### src/design/aesp_pkg.sv
`default_nettype none
// ----------------------------------------------------------------------------
// aesp_pkg
// Shared types and constants for the console escape sequence parser.
// ----------------------------------------------------------------------------
package aesp_pkg;

  typedef enum logic [3:0] {
    CMD_CHAR         = 4'd0,
    CMD_SET_CURSOR   = 4'd1,
    CMD_RIGHT        = 4'd2,
    CMD_CLEAR_SCREEN = 4'd3,
    CMD_CLEAR_BELOW  = 4'd4,
    CMD_CLEAR_EOL    = 4'd5,
    CMD_SCROLL_UP    = 4'd6,
    CMD_SCROLL_DOWN  = 4'd7,
    CMD_UPDATE       = 4'd8
  } cmd_t;

  // arguments travel pre-clipped to 0..65536
  localparam int ARG_W = 17;
  localparam logic [ARG_W-1:0] ARG_SAT = 17'h10000;

  localparam int PEND_DEPTH = 16;
  localparam int PEND_AW    = 4;
  localparam int CNT_W      = 5;
  localparam int TOTAL_W    = 6;
  localparam logic [TOTAL_W-1:0] RES_MAX = 6'd16;

  localparam int Q_DEPTH = 4;
  localparam int Q_AW    = 2;

  localparam int IN_DATA_W    = 8;
  localparam int OUT_DATA_W   = 48;
  localparam int OUT_USER_W   = 4;
  localparam int OUT_BOLD_BIT = 40;

  typedef struct packed {
    cmd_t             cmd;
    logic [7:0]       ch;
    logic             bold;
    logic             last;
    logic [ARG_W-1:0] arg_a;
    logic [ARG_W-1:0] arg_b;
  } entry_t;

endpackage
`default_nettype wire

### src/design/ansi_escape_sequence_parser_unit.sv
`default_nettype none
// ----------------------------------------------------------------------------
// ansi_escape_sequence_parser_unit
// Console output byte stream to display command words.
//
// Input channel s_*: one console byte per word, tlast on the final byte of
// a write. Output channel m_*: one display command per word; tuser holds
// the command code, tlast marks the final command caused by an input byte.
// A plain byte is accepted every cycle while s_tready is high; its command
// passes the queue and output register. A broken escape sequence, or the end
// of a write, holds s_tready low as the front end queues one command per cycle
// if the queue has room: the replayed bytes (up to 13 with five-digit numbers),
// the byte itself and the cursor update, capped at 16 commands per byte. The
// four-entry queue lets input flow while the receiver stalls, until the queue
// fills. Reset clears the parse state, bold flag, queue and output valid; the
// pending byte store is not cleared, entries are read only once written.
// ----------------------------------------------------------------------------
module ansi_escape_sequence_parser_unit import aesp_pkg::*; #(
  parameter int MAX_DIGITS   = 5,
  parameter int NUMBER_WIDTH = 16
) (
  input  logic                  clk,
  input  logic                  rst,
  input  logic                  s_tvalid,
  output logic                  s_tready,
  input  logic [IN_DATA_W-1:0]  s_tdata,   // [7:0] byte_in
  input  logic                  s_tlast,
  output logic                  m_tvalid,
  input  logic                  m_tready,
  output logic [OUT_DATA_W-1:0] m_tdata,   // [15:0] row_arg, [31:16] col_arg,
                                           // [39:32] char_out, [40] bold_out
  output logic [OUT_USER_W-1:0] m_tuser,   // [3:0] command
  output logic                  m_tlast
);

  logic   q_push;
  logic   q_full;
  logic   q_pop;
  logic   q_empty;
  entry_t q_wr_entry;
  entry_t q_rd_entry;

  aesp_front #(
    .MAX_DIGITS   (MAX_DIGITS),
    .NUMBER_WIDTH (NUMBER_WIDTH)
  ) u_front (
    .clk      (clk),
    .rst      (rst),
    .s_tvalid (s_tvalid),
    .s_tready (s_tready),
    .s_tdata  (s_tdata),
    .s_tlast  (s_tlast),
    .q_push   (q_push),
    .q_entry  (q_wr_entry),
    .q_full   (q_full)
  );

  aesp_fifo u_fifo (
    .clk      (clk),
    .rst      (rst),
    .push     (q_push),
    .wr_entry (q_wr_entry),
    .full     (q_full),
    .pop      (q_pop),
    .rd_entry (q_rd_entry),
    .empty    (q_empty)
  );

  aesp_back u_back (
    .clk      (clk),
    .rst      (rst),
    .q_empty  (q_empty),
    .q_pop    (q_pop),
    .q_entry  (q_rd_entry),
    .m_tvalid (m_tvalid),
    .m_tready (m_tready),
    .m_tdata  (m_tdata),
    .m_tuser  (m_tuser),
    .m_tlast  (m_tlast)
  );

  a_no_overflow: assert property (@(posedge clk) disable iff (rst)
    q_push |-> !q_full)
    else $error("command queue written while full");

  a_update_last: assert property (@(posedge clk) disable iff (rst)
    m_tvalid && (m_tuser == CMD_UPDATE) |-> m_tlast)
    else $error("cursor update not last of its byte");

  a_bold_char_only: assert property (@(posedge clk) disable iff (rst)
    m_tvalid && (m_tuser != CMD_CHAR) |-> !m_tdata[OUT_BOLD_BIT])
    else $error("bold set on non-character command");

endmodule
`default_nettype wire

### src/design/aesp_fifo.sv
`default_nettype none
// ----------------------------------------------------------------------------
// aesp_fifo
// Short command queue between the parser front end and the output stage.
// ----------------------------------------------------------------------------
module aesp_fifo import aesp_pkg::*; (
  input  logic   clk,
  input  logic   rst,
  input  logic   push,
  input  entry_t wr_entry,
  output logic   full,
  input  logic   pop,
  output entry_t rd_entry,
  output logic   empty
);

  entry_t          mem [Q_DEPTH];
  logic [Q_AW-1:0] wp;
  logic [Q_AW-1:0] rp;
  logic [Q_AW:0]   count;

  assign full     = (count == (Q_AW+1)'(Q_DEPTH));
  assign empty    = (count == '0);
  assign rd_entry = mem[rp];

  always_ff @(posedge clk) begin
    if (rst) begin
      wp    <= '0;
      rp    <= '0;
      count <= '0;
    end else begin
      if (push) begin
        wp <= wp + Q_AW'(1);
      end
      if (pop) begin
        rp <= rp + Q_AW'(1);
      end
      if (push && !pop) begin
        count <= count + (Q_AW+1)'(1);
      end else if (!push && pop) begin
        count <= count - (Q_AW+1)'(1);
      end
    end
  end

  always_ff @(posedge clk) begin
    if (push) begin
      mem[wp] <= wr_entry;
    end
  end

endmodule
`default_nettype wire

### src/design/aesp_front.sv
`default_nettype none
// ----------------------------------------------------------------------------
// aesp_front
// Byte classifier: escape sequence grammar, pending byte store, bold flag
// and the sequencer that queues replayed bytes and the cursor update.
// ----------------------------------------------------------------------------
module aesp_front import aesp_pkg::*; #(
  parameter int MAX_DIGITS   = 5,
  parameter int NUMBER_WIDTH = 16
) (
  input  logic       clk,
  input  logic       rst,
  input  logic       s_tvalid,
  output logic       s_tready,
  input  logic [7:0] s_tdata,
  input  logic       s_tlast,
  output logic       q_push,
  output entry_t     q_entry,
  input  logic       q_full
);

  localparam int DW = $clog2(MAX_DIGITS + 1);
  localparam logic [NUMBER_WIDTH-1:0] NUM_MAX = '1;

  localparam logic [7:0] B_ESC = 8'h1B;
  localparam logic [7:0] B_SO  = 8'h0E;
  localparam logic [7:0] B_SI  = 8'h0F;
  localparam logic [7:0] B_LBR = 8'h5B;
  localparam logic [7:0] B_EQ  = 8'h3D;
  localparam logic [7:0] B_GT  = 8'h3E;
  localparam logic [7:0] B_QM  = 8'h3F;
  localparam logic [7:0] B_ONE = 8'h31;
  localparam logic [7:0] B_SC  = 8'h3B;
  localparam logic [7:0] B_UC  = 8'h43;
  localparam logic [7:0] B_UD  = 8'h44;
  localparam logic [7:0] B_UH  = 8'h48;
  localparam logic [7:0] B_UJ  = 8'h4A;
  localparam logic [7:0] B_UK  = 8'h4B;
  localparam logic [7:0] B_UM  = 8'h4D;
  localparam logic [7:0] B_LL  = 8'h6C;
  localparam logic [7:0] B_LM  = 8'h6D;
  localparam logic [7:0] B_LR  = 8'h72;
  localparam logic [7:0] B_D0  = 8'h30;
  localparam logic [7:0] B_D9  = 8'h39;

  typedef enum logic [2:0] {
    PH_IDLE, PH_ESC, PH_CSI, PH_QM, PH_QM1, PH_NUM1, PH_SEMI, PH_NUM2
  } phase_t;

  typedef enum logic [2:0] {
    SQ_IDLE, SQ_REP1, SQ_MAIN, SQ_REP2, SQ_UPD
  } seq_t;

  function automatic logic [NUMBER_WIDTH-1:0] accum(
    input logic [NUMBER_WIDTH-1:0] v,
    input logic [7:0]              b
  );
    logic [NUMBER_WIDTH+3:0] t;
    t = ({4'd0, v} << 3) + ({4'd0, v} << 1) + (NUMBER_WIDTH+4)'(b[3:0]);
    if (t > {4'd0, NUM_MAX}) begin
      accum = NUM_MAX;
    end else begin
      accum = t[NUMBER_WIDTH-1:0];
    end
  endfunction

  function automatic logic [ARG_W-1:0] clip(input logic [NUMBER_WIDTH-1:0] v);
    logic [NUMBER_WIDTH+ARG_W-1:0] w;
    w = {{ARG_W{1'b0}}, v};
    if (w > {{NUMBER_WIDTH{1'b0}}, ARG_SAT}) begin
      clip = ARG_SAT;
    end else begin
      clip = w[ARG_W-1:0];
    end
  endfunction

  function automatic seq_t next_stage(
    input seq_t s,
    input logic has_main,
    input logic has_rep2,
    input logic has_upd
  );
    seq_t r;
    r = SQ_IDLE;
    case (s)
      SQ_REP1: begin
        if (has_main) r = SQ_MAIN;
        else if (has_rep2) r = SQ_REP2;
        else if (has_upd) r = SQ_UPD;
      end
      SQ_MAIN: begin
        if (has_rep2) r = SQ_REP2;
        else if (has_upd) r = SQ_UPD;
      end
      SQ_REP2: begin
        if (has_upd) r = SQ_UPD;
      end
      default: r = SQ_IDLE;
    endcase
    return r;
  endfunction

  // parser state
  phase_t                  ph;
  logic [NUMBER_WIDTH-1:0] num1;
  logic [NUMBER_WIDTH-1:0] num2;
  logic [DW-1:0]           dcnt;
  logic [CNT_W-1:0]        cnt;
  logic                    bold;
  logic [7:0]              pend [PEND_DEPTH];

  // sequencer state
  seq_t               sq;
  logic [PEND_AW-1:0] idx;
  logic [CNT_W-1:0]   left;
  logic [CNT_W-1:0]   sv_n1;
  logic [CNT_W-1:0]   sv_n2;
  logic               sv_main;
  logic               sv_upd;
  entry_t             sv_ent;

  // classification
  phase_t                  ph_next;
  logic [NUMBER_WIDTH-1:0] num1_next;
  logic [NUMBER_WIDTH-1:0] num2_next;
  logic [DW-1:0]           dcnt_next;
  logic [CNT_W-1:0]        cnt_next;
  logic                    bold_next;
  logic                    fail;
  logic                    idle_h;
  logic                    clr;
  logic                    push_b;
  logic                    wr_en;
  logic [PEND_AW-1:0]      wr_addr;
  logic                    m_en;
  entry_t                  m_ent;
  logic                    is_dig;
  logic                    dig_ok;

  logic [CNT_W-1:0]   n1;
  logic [CNT_W-1:0]   n2;
  logic [TOTAL_W-1:0] total;
  logic [CNT_W-1:0]   left_init;
  logic               acc;
  logic               slow;
  logic               fast_push;
  logic               sq_push;
  entry_t             sq_ent;
  logic [CNT_W-1:0]   rep_end;
  logic               rep_done;
  seq_t               first_stage;

  assign is_dig = s_tdata inside {[B_D0:B_D9]};
  assign dig_ok = is_dig && (dcnt < DW'(MAX_DIGITS));

  always_comb begin
    ph_next   = ph;
    num1_next = num1;
    num2_next = num2;
    dcnt_next = dcnt;
    cnt_next  = cnt;
    bold_next = bold;
    fail      = 1'b0;
    idle_h    = 1'b0;
    clr       = 1'b0;
    push_b    = 1'b0;
    wr_en     = 1'b0;
    wr_addr   = cnt[PEND_AW-1:0];
    m_en      = 1'b0;
    m_ent     = '0;
    m_ent.last = 1'b1;
    case (ph)
      PH_ESC: begin
        if (s_tdata == B_LBR) begin
          push_b  = 1'b1;
          ph_next = PH_CSI;
        end else if (s_tdata inside {B_EQ, B_GT}) begin
          clr = 1'b1;
        end else if (s_tdata == B_UD) begin
          clr       = 1'b1;
          m_en      = 1'b1;
          m_ent.cmd = CMD_SCROLL_UP;
        end else if (s_tdata == B_UM) begin
          clr       = 1'b1;
          m_en      = 1'b1;
          m_ent.cmd = CMD_SCROLL_DOWN;
        end else begin
          fail = 1'b1;
        end
      end
      PH_CSI: begin
        if (s_tdata == B_UH) begin
          clr       = 1'b1;
          m_en      = 1'b1;
          m_ent.cmd = CMD_SET_CURSOR;
        end else if (s_tdata == B_UJ) begin
          clr       = 1'b1;
          m_en      = 1'b1;
          m_ent.cmd = CMD_CLEAR_BELOW;
        end else if (s_tdata == B_UK) begin
          clr       = 1'b1;
          m_en      = 1'b1;
          m_ent.cmd = CMD_CLEAR_EOL;
        end else if (s_tdata == B_LM) begin
          clr       = 1'b1;
          bold_next = 1'b0;
        end else if (s_tdata == B_QM) begin
          push_b  = 1'b1;
          ph_next = PH_QM;
        end else if (is_dig) begin
          push_b    = 1'b1;
          num1_next = accum('0, s_tdata);
          dcnt_next = DW'(1);
          ph_next   = PH_NUM1;
        end else begin
          fail = 1'b1;
        end
      end
      PH_QM: begin
        if (s_tdata == B_ONE) begin
          push_b  = 1'b1;
          ph_next = PH_QM1;
        end else begin
          fail = 1'b1;
        end
      end
      PH_QM1: begin
        if (s_tdata == B_LL) clr = 1'b1;
        else fail = 1'b1;
      end
      PH_NUM1: begin
        if (dig_ok) begin
          push_b    = 1'b1;
          num1_next = accum(num1, s_tdata);
          dcnt_next = dcnt + DW'(1);
        end else if (s_tdata == B_SC) begin
          push_b    = 1'b1;
          num2_next = '0;
          dcnt_next = '0;
          ph_next   = PH_SEMI;
        end else if (s_tdata == B_UC) begin
          clr         = 1'b1;
          m_en        = 1'b1;
          m_ent.cmd   = CMD_RIGHT;
          m_ent.arg_b = clip(num1);
        end else if (s_tdata == B_UJ) begin
          clr       = 1'b1;
          m_en      = 1'b1;
          m_ent.cmd = CMD_CLEAR_SCREEN;
        end else if (s_tdata == B_LM) begin
          clr = 1'b1;
          if (num1 == NUMBER_WIDTH'(1)) bold_next = 1'b1;
          else if (num1 == '0) bold_next = 1'b0;
        end else begin
          fail = 1'b1;
        end
      end
      PH_SEMI: begin
        if (is_dig) begin
          push_b    = 1'b1;
          num2_next = accum('0, s_tdata);
          dcnt_next = DW'(1);
          ph_next   = PH_NUM2;
        end else begin
          fail = 1'b1;
        end
      end
      PH_NUM2: begin
        if (dig_ok) begin
          push_b    = 1'b1;
          num2_next = accum(num2, s_tdata);
          dcnt_next = dcnt + DW'(1);
        end else if (s_tdata == B_UH) begin
          clr         = 1'b1;
          m_en        = 1'b1;
          m_ent.cmd   = CMD_SET_CURSOR;
          m_ent.arg_a = clip(num1);
          m_ent.arg_b = clip(num2);
        end else if (s_tdata == B_LR) begin
          clr = 1'b1;
        end else begin
          fail = 1'b1;
        end
      end
      default: idle_h = 1'b1;
    endcase

    if (push_b && (cnt < CNT_W'(PEND_DEPTH))) begin
      wr_en    = 1'b1;
      cnt_next = cnt + CNT_W'(1);
    end

    if (clr || fail || idle_h) begin
      ph_next   = PH_IDLE;
      cnt_next  = '0;
      num1_next = '0;
      num2_next = '0;
      dcnt_next = '0;
    end

    // broken sequence or idle: byte handled from a clean state
    if (fail || idle_h) begin
      if (s_tdata == B_ESC) begin
        ph_next  = PH_ESC;
        wr_en    = 1'b1;
        wr_addr  = '0;
        cnt_next = CNT_W'(1);
      end else if (!(s_tdata == B_SO || s_tdata == B_SI)) begin
        m_en       = 1'b1;
        m_ent.cmd  = CMD_CHAR;
        m_ent.ch   = s_tdata;
        m_ent.bold = bold;
      end
    end
  end

  assign n1    = fail ? cnt : '0;
  assign n2    = (s_tlast && (ph_next != PH_IDLE)) ? cnt_next : '0;
  assign total = {1'b0, n1} + TOTAL_W'(m_en) + {1'b0, n2} + TOTAL_W'(s_tlast);
  assign left_init = (total > RES_MAX) ? RES_MAX[CNT_W-1:0] : total[CNT_W-1:0];
  assign first_stage = (n1 != '0) ? SQ_REP1
                     : next_stage(SQ_REP1, m_en, n2 != '0, s_tlast);

  assign s_tready  = (sq == SQ_IDLE) && !q_full;
  assign acc       = s_tvalid && s_tready;
  assign slow      = fail || s_tlast;
  assign fast_push = acc && !slow && m_en;
  assign sq_push   = (sq != SQ_IDLE) && !q_full;

  assign rep_end  = (sq == SQ_REP1) ? sv_n1 : sv_n2;
  assign rep_done = (({1'b0, idx} + CNT_W'(1)) == rep_end);

  always_comb begin
    sq_ent = '0;
    case (sq)
      SQ_REP1, SQ_REP2: begin
        sq_ent.cmd  = CMD_CHAR;
        sq_ent.ch   = pend[idx];
        sq_ent.bold = bold;
      end
      SQ_MAIN: sq_ent = sv_ent;
      SQ_UPD:  sq_ent.cmd = CMD_UPDATE;
      default: sq_ent = '0;
    endcase
    sq_ent.last = (left == CNT_W'(1));
  end

  assign q_push  = fast_push || sq_push;
  assign q_entry = fast_push ? m_ent : sq_ent;

  always_ff @(posedge clk) begin
    if (rst) begin
      ph   <= PH_IDLE;
      num1 <= '0;
      num2 <= '0;
      dcnt <= '0;
      cnt  <= '0;
      bold <= 1'b0;
      sq   <= SQ_IDLE;
      idx  <= '0;
      left <= '0;
    end else if (acc) begin
      bold <= bold_next;
      if (s_tlast) begin
        ph   <= PH_IDLE;
        num1 <= '0;
        num2 <= '0;
        dcnt <= '0;
        cnt  <= '0;
      end else begin
        ph   <= ph_next;
        num1 <= num1_next;
        num2 <= num2_next;
        dcnt <= dcnt_next;
        cnt  <= cnt_next;
      end
      if (slow) begin
        sq      <= first_stage;
        idx     <= '0;
        left    <= left_init;
        sv_n1   <= n1;
        sv_n2   <= n2;
        sv_main <= m_en;
        sv_upd  <= s_tlast;
        sv_ent  <= m_ent;
      end
    end else if (sq_push) begin
      left <= left - CNT_W'(1);
      if (left == CNT_W'(1)) begin
        sq  <= SQ_IDLE;
        idx <= '0;
      end else if ((sq == SQ_REP1 || sq == SQ_REP2) && !rep_done) begin
        idx <= idx + PEND_AW'(1);
      end else begin
        sq  <= next_stage(sq, sv_main, sv_n2 != '0, sv_upd);
        idx <= '0;
      end
    end
  end

  always_ff @(posedge clk) begin
    if (acc && wr_en) begin
      pend[wr_addr] <= s_tdata;
    end
  end

endmodule
`default_nettype wire

### src/design/aesp_back.sv
`default_nettype none
// ----------------------------------------------------------------------------
// aesp_back
// Output stage: takes queued commands, forms the result word, holds it
// until the receiver takes it.
// ----------------------------------------------------------------------------
module aesp_back import aesp_pkg::*; (
  input  logic                  clk,
  input  logic                  rst,
  input  logic                  q_empty,
  output logic                  q_pop,
  input  entry_t                q_entry,
  output logic                  m_tvalid,
  input  logic                  m_tready,
  output logic [OUT_DATA_W-1:0] m_tdata,
  output logic [OUT_USER_W-1:0] m_tuser,
  output logic                  m_tlast
);

  logic [15:0]      row;
  logic [15:0]      col;
  logic [7:0]       ch;
  logic             bd;
  logic [ARG_W-1:0] a_m1;
  logic [ARG_W-1:0] b_m1;

  assign a_m1  = q_entry.arg_a - ARG_W'(1);
  assign b_m1  = q_entry.arg_b - ARG_W'(1);
  assign q_pop = !q_empty && (!m_tvalid || m_tready);

  always_comb begin
    row = '0;
    col = '0;
    ch  = '0;
    bd  = 1'b0;
    case (q_entry.cmd)
      CMD_CHAR: begin
        ch = q_entry.ch;
        bd = q_entry.bold;
      end
      CMD_SET_CURSOR: begin
        // zero row or column counts as one
        row = (q_entry.arg_a == '0) ? '0 : a_m1[15:0];
        col = (q_entry.arg_b == '0) ? '0 : b_m1[15:0];
      end
      CMD_RIGHT: begin
        col = q_entry.arg_b[ARG_W-1] ? 16'hFFFF : q_entry.arg_b[15:0];
      end
      default: begin
        row = '0;
      end
    endcase
  end

  always_ff @(posedge clk) begin
    if (rst) begin
      m_tvalid <= 1'b0;
    end else if (q_pop) begin
      m_tvalid <= 1'b1;
    end else if (m_tready) begin
      m_tvalid <= 1'b0;
    end
  end

  always_ff @(posedge clk) begin
    if (q_pop) begin
      m_tdata <= {(OUT_DATA_W-41)'(0), bd, ch, col, row};
      m_tuser <= q_entry.cmd;
      m_tlast <= q_entry.last;
    end
  end

endmodule
`default_nettype wire

### config.mk
export PLATFORM = sky130hd
export DESIGN_NAME = ansi_escape_sequence_parser_unit
export DESIGN_NICKNAME = d
export VERILOG_FILES = /design/src/design/aesp_pkg.sv /design/src/design/ansi_escape_sequence_parser_unit.sv /design/src/design/aesp_fifo.sv /design/src/design/aesp_front.sv /design/src/design/aesp_back.sv
export SDC_FILE = /design/constraint.sdc
export NUM_CORES = 1
export LEC_CHECK = 0
export BUFFER_PORTS_ARGS = -buffer_cell sky130_fd_sc_hd__clkbuf_2
export CORE_UTILIZATION = 40
export DETAILED_ROUTE_END_ITERATION = 10
export RECOVER_POWER = 25
export SYNTH_ARGS = -nofsm -noshare
export SYNTH_HDL_FRONTEND = slang
export SYNTH_SLANG_ARGS = --single-unit
export TNS_END_PERCENT = 10
### constraint.sdc
create_clock -name clk -period 21.8 [get_ports clk]
set_input_delay 3.27 -clock clk [delete_from_list [all_inputs] [get_ports clk]]
set_output_delay 3.27 -clock clk [all_outputs]
set_load 0.01 [all_outputs]
==> metrics list, run 1 <==
- The flow ran to the end, but the final reports show violations.
- The final reports fail on max-capacitance violations, max-slew violations.
* Post-synthesis area per instance: 14.2 sq um
* Flip-flop and latch count after synthesis: 484
- Number of buffers added for setup after CTS: 0
- The synthesized netlist devotes 10.3% of its cell area to compound gates.
* PnR Total Power: 2.81 mW
- Number of maximum-capacitance violations: 8
- The number of antenna violations at the first check in global routing was 1.
* Worst path arrival time: 9.61 ns
- Counting flops with an async set or reset pin after synthesis yields a share of 0%.
- EDFF count, synth: 414
- CTS placed an instance of sky130_fd_sc_hd__clkbuf_16 at the clock tree root.
- Number of antenna diodes: 0
- Worst setup slack after layout: 12.68 ns
- From left edge to right edge, the die measures 241 um.
- Skew-Pair Late Insertion Delay: 0.61 ns
* Clock-pin slew on the worst setup and hold paths: 0.06 ns
* Number of vias after detailed routing: 13.6k
* HP Class: reg -> reg
- Dividing total power by cell area gives a power density of 110 nW/um^2.
- By instance count, the leading cell after synthesis is sky130_fd_sc_hd__edfxtp_1.
- After routing the design area is 25500 sq um.
* Total Routed Length: 49000 um
- Final count of negative-setup-slack endpoints: 0
* Per-cell via count in the routed design: 5.52
* Cell types occupying the most area after synthesis: sky130_fd_sc_hd__edfxtp_1 55%, sky130_fd_sc_hd__mux4_2 8.5%, sky130_fd_sc_hd__dfxtp_1 6.2%
* Slew margin rel.: -88.0%
- Post-synth cell types: 88
- The floorplan step defined a die boundary enclosing 57900 sq um.
- Setup repair after global routing missed its margin: no
- Area leader, netlist: sky130_fd_sc_hd__edfxtp_1
- For this run, the number of Yosys warnings is 0.
- Across the VDD grid, the largest voltage drop is 65.4 uV.
- Part of the Yosys area used for sequential elements: 60.8%
- In the final design database the tool counted 1764 nets.
- The clock passes through at most 3 buffers.
* Drt wl/cell: 19.9 um
- Share of the clock period used by the worst path after layout: 41.8%
* Launching element type of the critical path: primary input
- By startpoint and endpoint, the worst setup path is classified as in -> reg.
* Static Leak: 8.88 nW
- CTS saw 484 sinks.
- Post-synthesis xor/xnor area fraction: 1.96%
- Iteration count of the initial detailed-routing pass: 5
- Main combinational cell family by area after synthesis: compound AO/OA/AOI/OAI gates
* Die Y: 241 um
* Fraction of layout cells with a size suffix above 1: 16.2%
- Hold Buf Count CTS: 0
- Simple-Gate Fraction of Synth Area: 10.1%
* Drt first-iter violations: 923
- Counting tap cells, the placed design contains a total of 2363 instances.
- Entering global routing, the biggest net connects 50 pins.
- Summing all flip-flop and latch instances after layout gives 13800 sq um.
* Data required, critical path: 22.29 ns
- Routability cong.: 0.862
- WHS: 0.491 ns
- Total half-perimeter wirelength after legalization and detailed placement: 33000 um
* Worst setup EP type: flop
* Post-detailed-placement cell area: 23900 sq um
* Upper clock frequency limit: 0.110 GHz
* Ys flop type: sky130_fd_sc_hd__edfxtp_1
- The portion of synthesized area spent on multiplexers is 9.09%.
- TritonCTS built the clock tree.
- The count of final hold-check violations was 0.
* Depth of the CTS H-tree: 2
- Count of filler cells inserted in the layout: 5017
* Core Box Area: 56300 sq um
- Wire length of the first global-routing pass: 76700 um
* Final cell count without fillers: 2459
- Via count of the first global-routing pass: 13.4k
- CTS buffer count: 51
- Area share of the leading cell type in the synthesized netlist: 54.6%
- Setup total negative slack: 0 ns
* DRC Markers: 0
- Once the floorplan was initialized, standard cells occupied 40.5% of the core.
- FP Rows: 87
- The cell area that synthesis handed to floorplanning was 22800 sq um.
* Final setup skew: 0.0412 ns
* Quantity of I/O buffers inserted on ports: 60
- Transition time at the pin with the least slew margin: 2.82 ns
- Measured on the finished design, the core utilization comes to 45.3%.
* Number of gates resized after CTS: 0
* Commonest cells in the synthesized netlist: 414 x sky130_fd_sc_hd__edfxtp_1, 112 x sky130_fd_sc_hd__nor2_1, 86 x sky130_fd_sc_hd__mux4_2
* Remaining number of nets flagged by the antenna check after routing: 0
* Number of max-slew violations in the final report: 314
* Area of the multi-input gates: 8440 sq um
- Min Tclk post-route: 9.12 ns
* Area growth from synthesis to layout: 12.0%
- Of the total synthesized cell area, the portion taken by full adders, half adders and majority gates is 5.23%.
- In the synthesized netlist, the number of instances is 1607.
- Maximum net fanout on the critical path: 36
* Setup WS pre-CTS: 13.17 ns
* GRT Resource Usage Total: 17.2%
- 68 I/O pins were placed.
- The total overflow left after global routing is 0.
[state kept, by name, summed over array words and instances, names as in the netlist, 2 cells and up, named ones only]
| name | count |
|---|---|
| u_front.dcnt | 3 |
| u_front.sv_n2 | 5 |
| u_fifo.mem | 184 |
| u_front.sq | 3 |
| u_fifo.wp | 2 |
| u_front.ph | 3 |
| u_front.sv_ent | 44 |
| u_fifo.rp | 2 |
| u_front.num2 | 16 |
| u_front.left | 5 |
| u_back.m_tuser | 4 |
| u_fifo.count | 3 |
| u_back.m_tdata | 41 |
| u_front.cnt | 5 |
| u_front.idx | 4 |
| u_front.pend | 128 |
| u_front.num1 | 16 |
| u_front.sv_n1 | 5 |
[kinds of logic (layout without fill, tap and decap cells)]
| family | count (synthesis) | count (layout) |
|---|---|---|
| XOR/XNOR | 51 | 51 |
| buffers and inverters | 130 | 220 |
| AO/OA/AOI/OAI | 328 | 328 |
| adder cells (fa/ha/maj) | 91 | 91 |
| multiplexers | 99 | 99 |
| other | 1 | 7 |
| AND/OR/NAND/NOR | 423 | 423 |
| flip-flops | 484 | 484 |
[report_power, final]
| group | total [mW] | leakage [nW] | internal [mW] | switching (mW) |
|---|---|---|---|---|
| Clock | 0.862 | 0.810 | 0.495 | 0.367 |
| Combinational | 0.687 | 3.63 | 0.260 | 0.428 |
| Sequential | 1.26 | 4.44 | 1.21 | 0.0497 |
[final cells by class]
cell class | count | share of cell area (%)
Multi-Input combinational cell | 999 | 33.1
Clock inverter | 35 | 1.42
Timing Repair Buffer | 84 | 1.76
Clock buffer | 61 | 5.15
Inverter | 40 | 0.589
Tap cell | 756 | 3.71
Sequential cell | 484 | 54.3
[path summary, 6_finish.rpt]
path	startpoint	to	slack (ns)	depth (start not counted)
hold / removal	u_front.dcnt[2]	u_front.dcnt[2]	0.49	1
setup / recovery	s_tdata[0]	u_fifo.count[2]	12.68	16
setup reg to reg	flop	u_back.m_tdata[18]	15.64	8
hold reg to reg	u_front.dcnt[2]	u_front.dcnt[2]	0.49	1
[placed cells by master, fill, tap and decap left out, types with 39 or more instances in the layout]
cell                          n
sky130_fd_sc_hd__a21oi_1     53
sky130_fd_sc_hd__ha_1        84
sky130_fd_sc_hd__edfxtp_1   414
sky130_fd_sc_hd__nor2_1     112
sky130_fd_sc_hd__o21ai_0     64
sky130_fd_sc_hd__clkbuf_2    47
sky130_fd_sc_hd__dfxtp_1     66
sky130_fd_sc_hd__a22o_1      64
sky130_fd_sc_hd__clkbuf_16   51
sky130_fd_sc_hd__mux4_2      86
sky130_fd_sc_hd__inv_1       40
sky130_fd_sc_hd__nand2_1     73
sky130_fd_sc_hd__and2_1      39
[worst max-delay path, stage by stage]
cell,delay [ns]
sky130_fd_sc_hd__clkbuf_2,0.08
sky130_fd_sc_hd__clkbuf_1,1.22
sky130_fd_sc_hd__nand2b_1,0.49
sky130_fd_sc_hd__nor4_1,0.60
sky130_fd_sc_hd__o221ai_1,0.34
sky130_fd_sc_hd__a211oi_2,0.38
sky130_fd_sc_hd__and2_1,0.53
sky130_fd_sc_hd__o211a_1,0.83
sky130_fd_sc_hd__nor2_1,0.41
sky130_fd_sc_hd__inv_1,0.14
sky130_fd_sc_hd__ha_1,0.19
sky130_fd_sc_hd__inv_1,0.06
sky130_fd_sc_hd__fa_1,0.43
sky130_fd_sc_hd__xor2_1,0.17
sky130_fd_sc_hd__or3_1,0.31
sky130_fd_sc_hd__a21oi_1,0.14
[metal layers]
metal	vias to the layer above	part of all wire [%]	global-route usage [%]
li1	6402	-	-
met1	6768	46	24.0
met2	345	47	28.0
met3	66	4.4	2.17
met4	0	2.3	5.31
met5	-	0	0
(Power assumes the default switching activity.)
==> inputs of run 2 (changes only) <==
- ABC_AREA: default -> 1
- clock period: 21.8 -> 9.2 ns (I/O delays scaled with it)
==> run 2 against run 1 <==
The flow still finishes with violations (max-capacitance violations, max-slew violations). Register-to-register slack got worse by 13 ns. Flip-flop and latch count did not move. Synthesized cell count rose by 39%. Utilization rose by 0.16 points. Sequential power rose by 140%. Non-clock buffer count fell by 8. Critical path depth fell by 2. Via count rose by 22%. Setup slack got worse by 10 ns. Wire length rose by 16%. Final area rose by 1.3%. Cell count rose by 25%. Critical path type is now reg -> reg. Critical endpoint is now u_back.m_tdata[15].
==> metrics list, run 2 <==
- Worst Path Class, Setup: reg -> reg (was in -> reg)
- DRC Markers: 0 (unchanged)
- The final count of pins violating max slew came to 144 (was 314).
* Switching Share: 33.7% (was 30.0%)
* Wire length of the first global-routing pass: 89100 um (was 76700 um)
* Final setup skew: 0.0443 ns (was 0.0412 ns)
- Min Tclk post-route: 6.59 ns
- WHS: 0.476 ns (was 0.491 ns)
- The number of antenna violations at the first check in global routing is 0 (was 1).
* Share of the clock period used by the worst path after layout: 71.6%
- Number of buffers added for setup after CTS: 0 (unchanged)
* Per-cell via count in the routed design: 5.37 (was 5.52)
- The sequential cell fraction of total power was 43.1% (was 44.9%).
- The die extent in y came to 243 um (was 241 um).
- The level count of the clock H-tree was 2 (unchanged).
* List of cells traversed by the critical path: clkbuf_1 > clkinvlp_2 > buf_4 > o21ai_0 > o22a_1 > nand2_1 > nor2_1 > nand4_1 > or2_1 > nor2_1 > nand2_1 > nor2_1 > o21ai_0 > a21oi_1 (was clkbuf_2 > clkbuf_1 > nand2b_1 > nor4_1 > o221ai_1 > a211oi_2 > and2_1 > o211a_1 > nor2_1 > inv_1 > ha_1 > inv_1 > fa_1 > xor2_1 > or3_1 > a21oi_1)
- The setup total negative slack is 0 ns (unchanged).
* Core Box Area: 56800 sq um (was 56300 sq um)
* Async set or reset register ratio after synthesis: 0% (unchanged)
- Cell types occupying the most area after synthesis: sky130_fd_sc_hd__edfxtp_1 54%, sky130_fd_sc_hd__dfxtp_1 6.0%, sky130_fd_sc_hd__nand2_1 5.7% (was sky130_fd_sc_hd__edfxtp_1 55%, sky130_fd_sc_hd__mux4_2 8.5%, sky130_fd_sc_hd__dfxtp_1 6.2%)
* Count of boundary I/O pins: 68 (unchanged)
* Final Util: 45.5% (was 45.3%)
* Total global routing overflow: 0 (unchanged)
- Run status: finished with violations (unchanged)
* Register with the highest flop count: u_fifo.mem (unchanged)
- The share of cells above drive strength 1 is 6.67% (was 16.2%).
- The hold-fix buffer count after cts came to 0 (unchanged).
* CTS Buffer Depth: 3 (unchanged)
- Setup repair after global routing missed its margin: no (unchanged)
- Via count of the first global-routing pass: 16.0k (was 13.4k)
* Routability cong.: 0.893 (was 0.862)
- Commonest cells in the synthesized netlist: 414 x sky130_fd_sc_hd__edfxtp_1, 350 x sky130_fd_sc_hd__nand2_1, 270 x sky130_fd_sc_hd__nor2_1 (was 414 x sky130_fd_sc_hd__edfxtp_1, 112 x sky130_fd_sc_hd__nor2_1, 86 x sky130_fd_sc_hd__mux4_2).
- The total standard cell area after synthesis was 23200 sq um (was 22800 sq um).
- Worst vdd rail ir drop: 225 uV (was 65.4 uV)
* Flop-to-flop setup slack: 2.61 ns (was 15.64 ns)
- Critical path's most frequent cell: sky130_fd_sc_hd__nor2_1 (was sky130_fd_sc_hd__inv_1)
- The switching power came to 2.40 mW (was 0.844 mW).
* Mux cell area share after synthesis: 0% (was 9.09%)
- Quantity of I/O buffers inserted on ports: 60 (unchanged)
- Slew margin rel.: -181% (was -88.0%)
* Number of gates resized after CTS: 0 (unchanged)
* Iteration count of the initial detailed-routing pass: 5 (unchanged)
- The capturing instance or port of the critical path was u_back.m_tdata[15] (was u_fifo.count[2]).
- EDFF count, synth: 414 (unchanged)
- Static Leak: 9.57 nW (was 8.88 nW)
* Leading cell type in the layout, fill and taps excluded: sky130_fd_sc_hd__edfxtp_1 (unchanged)
- Proportion of power drawn by combinational gates: 28.2% (was 24.4%)
* Post-Syn Instances: 2241 (was 1607)
- Number of antenna diodes: 0 (unchanged)
* Total Nets Final: 2388 (was 1764)
- Area growth from synthesis to layout: 11.4% (was 12.0%)
- The clock slew at the register clock pins of the worst setup and hold paths is 0.06 ns (about the same).
* Clock tree from TritonCTS: built (unchanged)
- The delay of the slowest critical-path stage came to 2.92 ns (was 1.22 ns).
- The post-synthesis sequential element count was 484 (unchanged).
- Total half-perimeter wirelength after legalization and detailed placement: 38300 um (was 33000 um)
- Transition time at the pin with the least slew margin: 4.21 ns (was 2.82 ns)
- The count of final hold-check violations came to 0 (unchanged).
- Power density of the placed cells: 275 nW/um^2 (was 110 nW/um^2)
- Flip-flop count of the largest register after layout: 184 (unchanged)
- PnR Total Power: 7.12 mW (was 2.81 mW)
* Drt wl/cell: 18.4 um (was 19.9 um)
- The cell type of the slowest stage on the worst timing path is sky130_fd_sc_hd__clkbuf_1 (unchanged).
- Highest-count cells in the layout ignoring fill and taps: 414 x sky130_fd_sc_hd__edfxtp_1, 350 x sky130_fd_sc_hd__nand2_1, 266 x sky130_fd_sc_hd__nor2_1, 196 x sky130_fd_sc_hd__o21ai_0, 163 x sky130_fd_sc_hd__inv_1 (was 414 x sky130_fd_sc_hd__edfxtp_1, 112 x sky130_fd_sc_hd__nor2_1, 86 x sky130_fd_sc_hd__mux4_2, 84 x sky130_fd_sc_hd__ha_1, 73 x sky130_fd_sc_hd__nand2_1).
- Area fraction in compound gates after synthesis: 13.8% (was 10.3%)
* FP Rows: 87 (unchanged)
* Area leader, netlist: sky130_fd_sc_hd__edfxtp_1 (unchanged)
* HP Class: reg -> reg (unchanged)
- The clock buffer count from CTS came to 50 (was 51).
- The critical-path maximum fanout came to 93 (was 36).
- Drt first-iter violations: 1171 (was 923)
- Ys flop type: sky130_fd_sc_hd__edfxtp_1 (unchanged)
- Violations in the final reports: max-capacitance violations, max-slew violations (unchanged).
- The clock insertion delay at the later pin of the skew report is 0.62 ns (was 0.61 ns).
* Post-synthesis area per instance: 10.4 sq um (was 14.2 sq um)
- The number of failing setup endpoints in the final timing report was 0 (unchanged).
- Reg2Reg Capture Point: u_back.m_tdata[15] (was u_back.m_tdata[18])
- The area share of the largest cell type after synthesis was 53.6% (was 54.6%).
- The initial core utilization came to 40.8% (was 40.5%).
* Number of maximum-capacitance violations: 2 (was 8)
- The internal power component is 4.71 mW (was 1.97 mW).
- Peak-usage layer in the global routing report: met2 (unchanged)
* Post-synthesis xor/xnor area fraction: 2.04% (was 1.96%)
* Clock group share of total power: 28.7% (was 30.6%)
- The via total after detailed routing is 16.5k (was 13.6k).
* Total Routed Length: 56600 um (was 49000 um)
* Worst path arrival time: 7.04 ns (was 9.61 ns)
- The most instantiated library cell after synthesis was sky130_fd_sc_hd__edfxtp_1 (unchanged).
- The global routing met3 resource utilization is 2.89% (was 2.17%).
* Maximum number of pins on one net before global-route repair: 94 (was 50)
- Worst setup EP type: flop (unchanged)
- The root buffer selected by CTS is sky130_fd_sc_hd__clkbuf_16 (unchanged).
- The number of warnings issued by yosys was 0 (unchanged).
- Remaining number of nets flagged by the antenna check after routing: 0 (unchanged)
- Horizontal die dimension: 243 um (was 241 um)
- Number of clock sinks: 484 (unchanged)
* GR Layer Usage met1: 26.6% (was 24.0%)
- Post-synthesis adder-cell area fraction: 5.13% (was 5.23%)
- Registers with the most flip-flops: u_fifo.mem (184), u_front.pend (128), u_front.sv_ent (44) (unchanged)
* Simple-Gate Fraction of Synth Area: 14.7% (was 10.1%)
- The depth of the worst register-to-register path was 14 (was 8).
* GRT Resource Usage Total: 19.0% (was 17.2%)
- The die area was 59000 sq um (was 57900 sq um).
- Met2 usage in global routing: 30.5% (was 28.0%)
* Upper clock frequency limit: 0.152 GHz
* Part of the Yosys area used for sequential elements: 59.6% (was 60.8%)
* Launching element type of the critical path: flop (was primary input)
- Main combinational cell family by area after synthesis: simple AND/OR/NAND/NOR gates (was compound AO/OA/AOI/OAI gates)
- Data required, critical path: 9.65 ns (was 22.29 ns)
- Post-synth cell types: 56 (was 88)
run 2: cell types whose count changed after synthesis, sizes merged, moves of 56 or more:
cell / delta
mux4: -86
a21oi: +101
nand3: +56
inv: +143
nand2: +284
nor2: +165
o21ai: +141
run 2: power groups by stage:
stage	Sequential [mW]	Combinational [mW]	Clock, mW
floorplan	3.16	1.35	0
global placement	3.10	1.99	0
detailed placement	3.11	2.03	0
CTS	3.06	2.04	2.09
global route	3.10	2.25	2.17
finish	3.07	2.01	2.04
run 2: logic make-up after synthesis:
| kind of cell | count (synthesis) |
|---|---|
| other cells | 1 |
| xor+xnor | 54 |
| simple gates | 797 |
| flops | 484 |
| fa+ha+maj | 91 |
| buf+inv | 275 |
| compound gates | 539 |
run 2: critical path, delay by kind of cell, from the launching register on:
kind	cells	cell delay, ns
buffers and inverters	3	4.05
DFF	1	0.31
and+or+nand+nor	7	1.18
AOI/OAI and AO/OA	4	0.77
run 2: final cells by class:
class	count	area [sq um]
clock buffer	66	1320
clock inverter	27	350
fill	5377	31000
inverter	184	692
multi-input combinational	1488	8350
sequential	484	13800
tap	756	946
timing repair buffer	76	344
run 2: worst min-delay path by stage:
stage | cells after the start | slack (ns) | start | endpoint
floorplan | 2 | 0.44 | u_fifo.rp[1] | flop
global placement | 2 | 0.45 | u_fifo.rp[1] | flop
detailed placement | 2 | 0.46 | u_fifo.rp[1] | flop
CTS | 2 | 0.47 | u_fifo.rp[1] | flop
global route | 2 | 0.50 | u_fifo.rp[1] | flop
finish | 2 | 0.48 | u_fifo.rp[1] | flop
run 2: per-layer routing:
layer	part of all wire (%)	routed length, um
met1	47	26600
met2	46	25900
met3	5.2	2970
met4	2.1	1190
met5	0	0
run 2: through the flow:
stage	instances	area (sq um)	setup WS, ns
2_1_floorplan	2247	23200	2.42
3_3_place_gp	2988	24200	3.04
3_5_place_dp	2988	24200	3.05
4_1_cts	3081	25900	3.70
5_1_grt	3081	25800	1.98
6_report	3081	25800	2.61
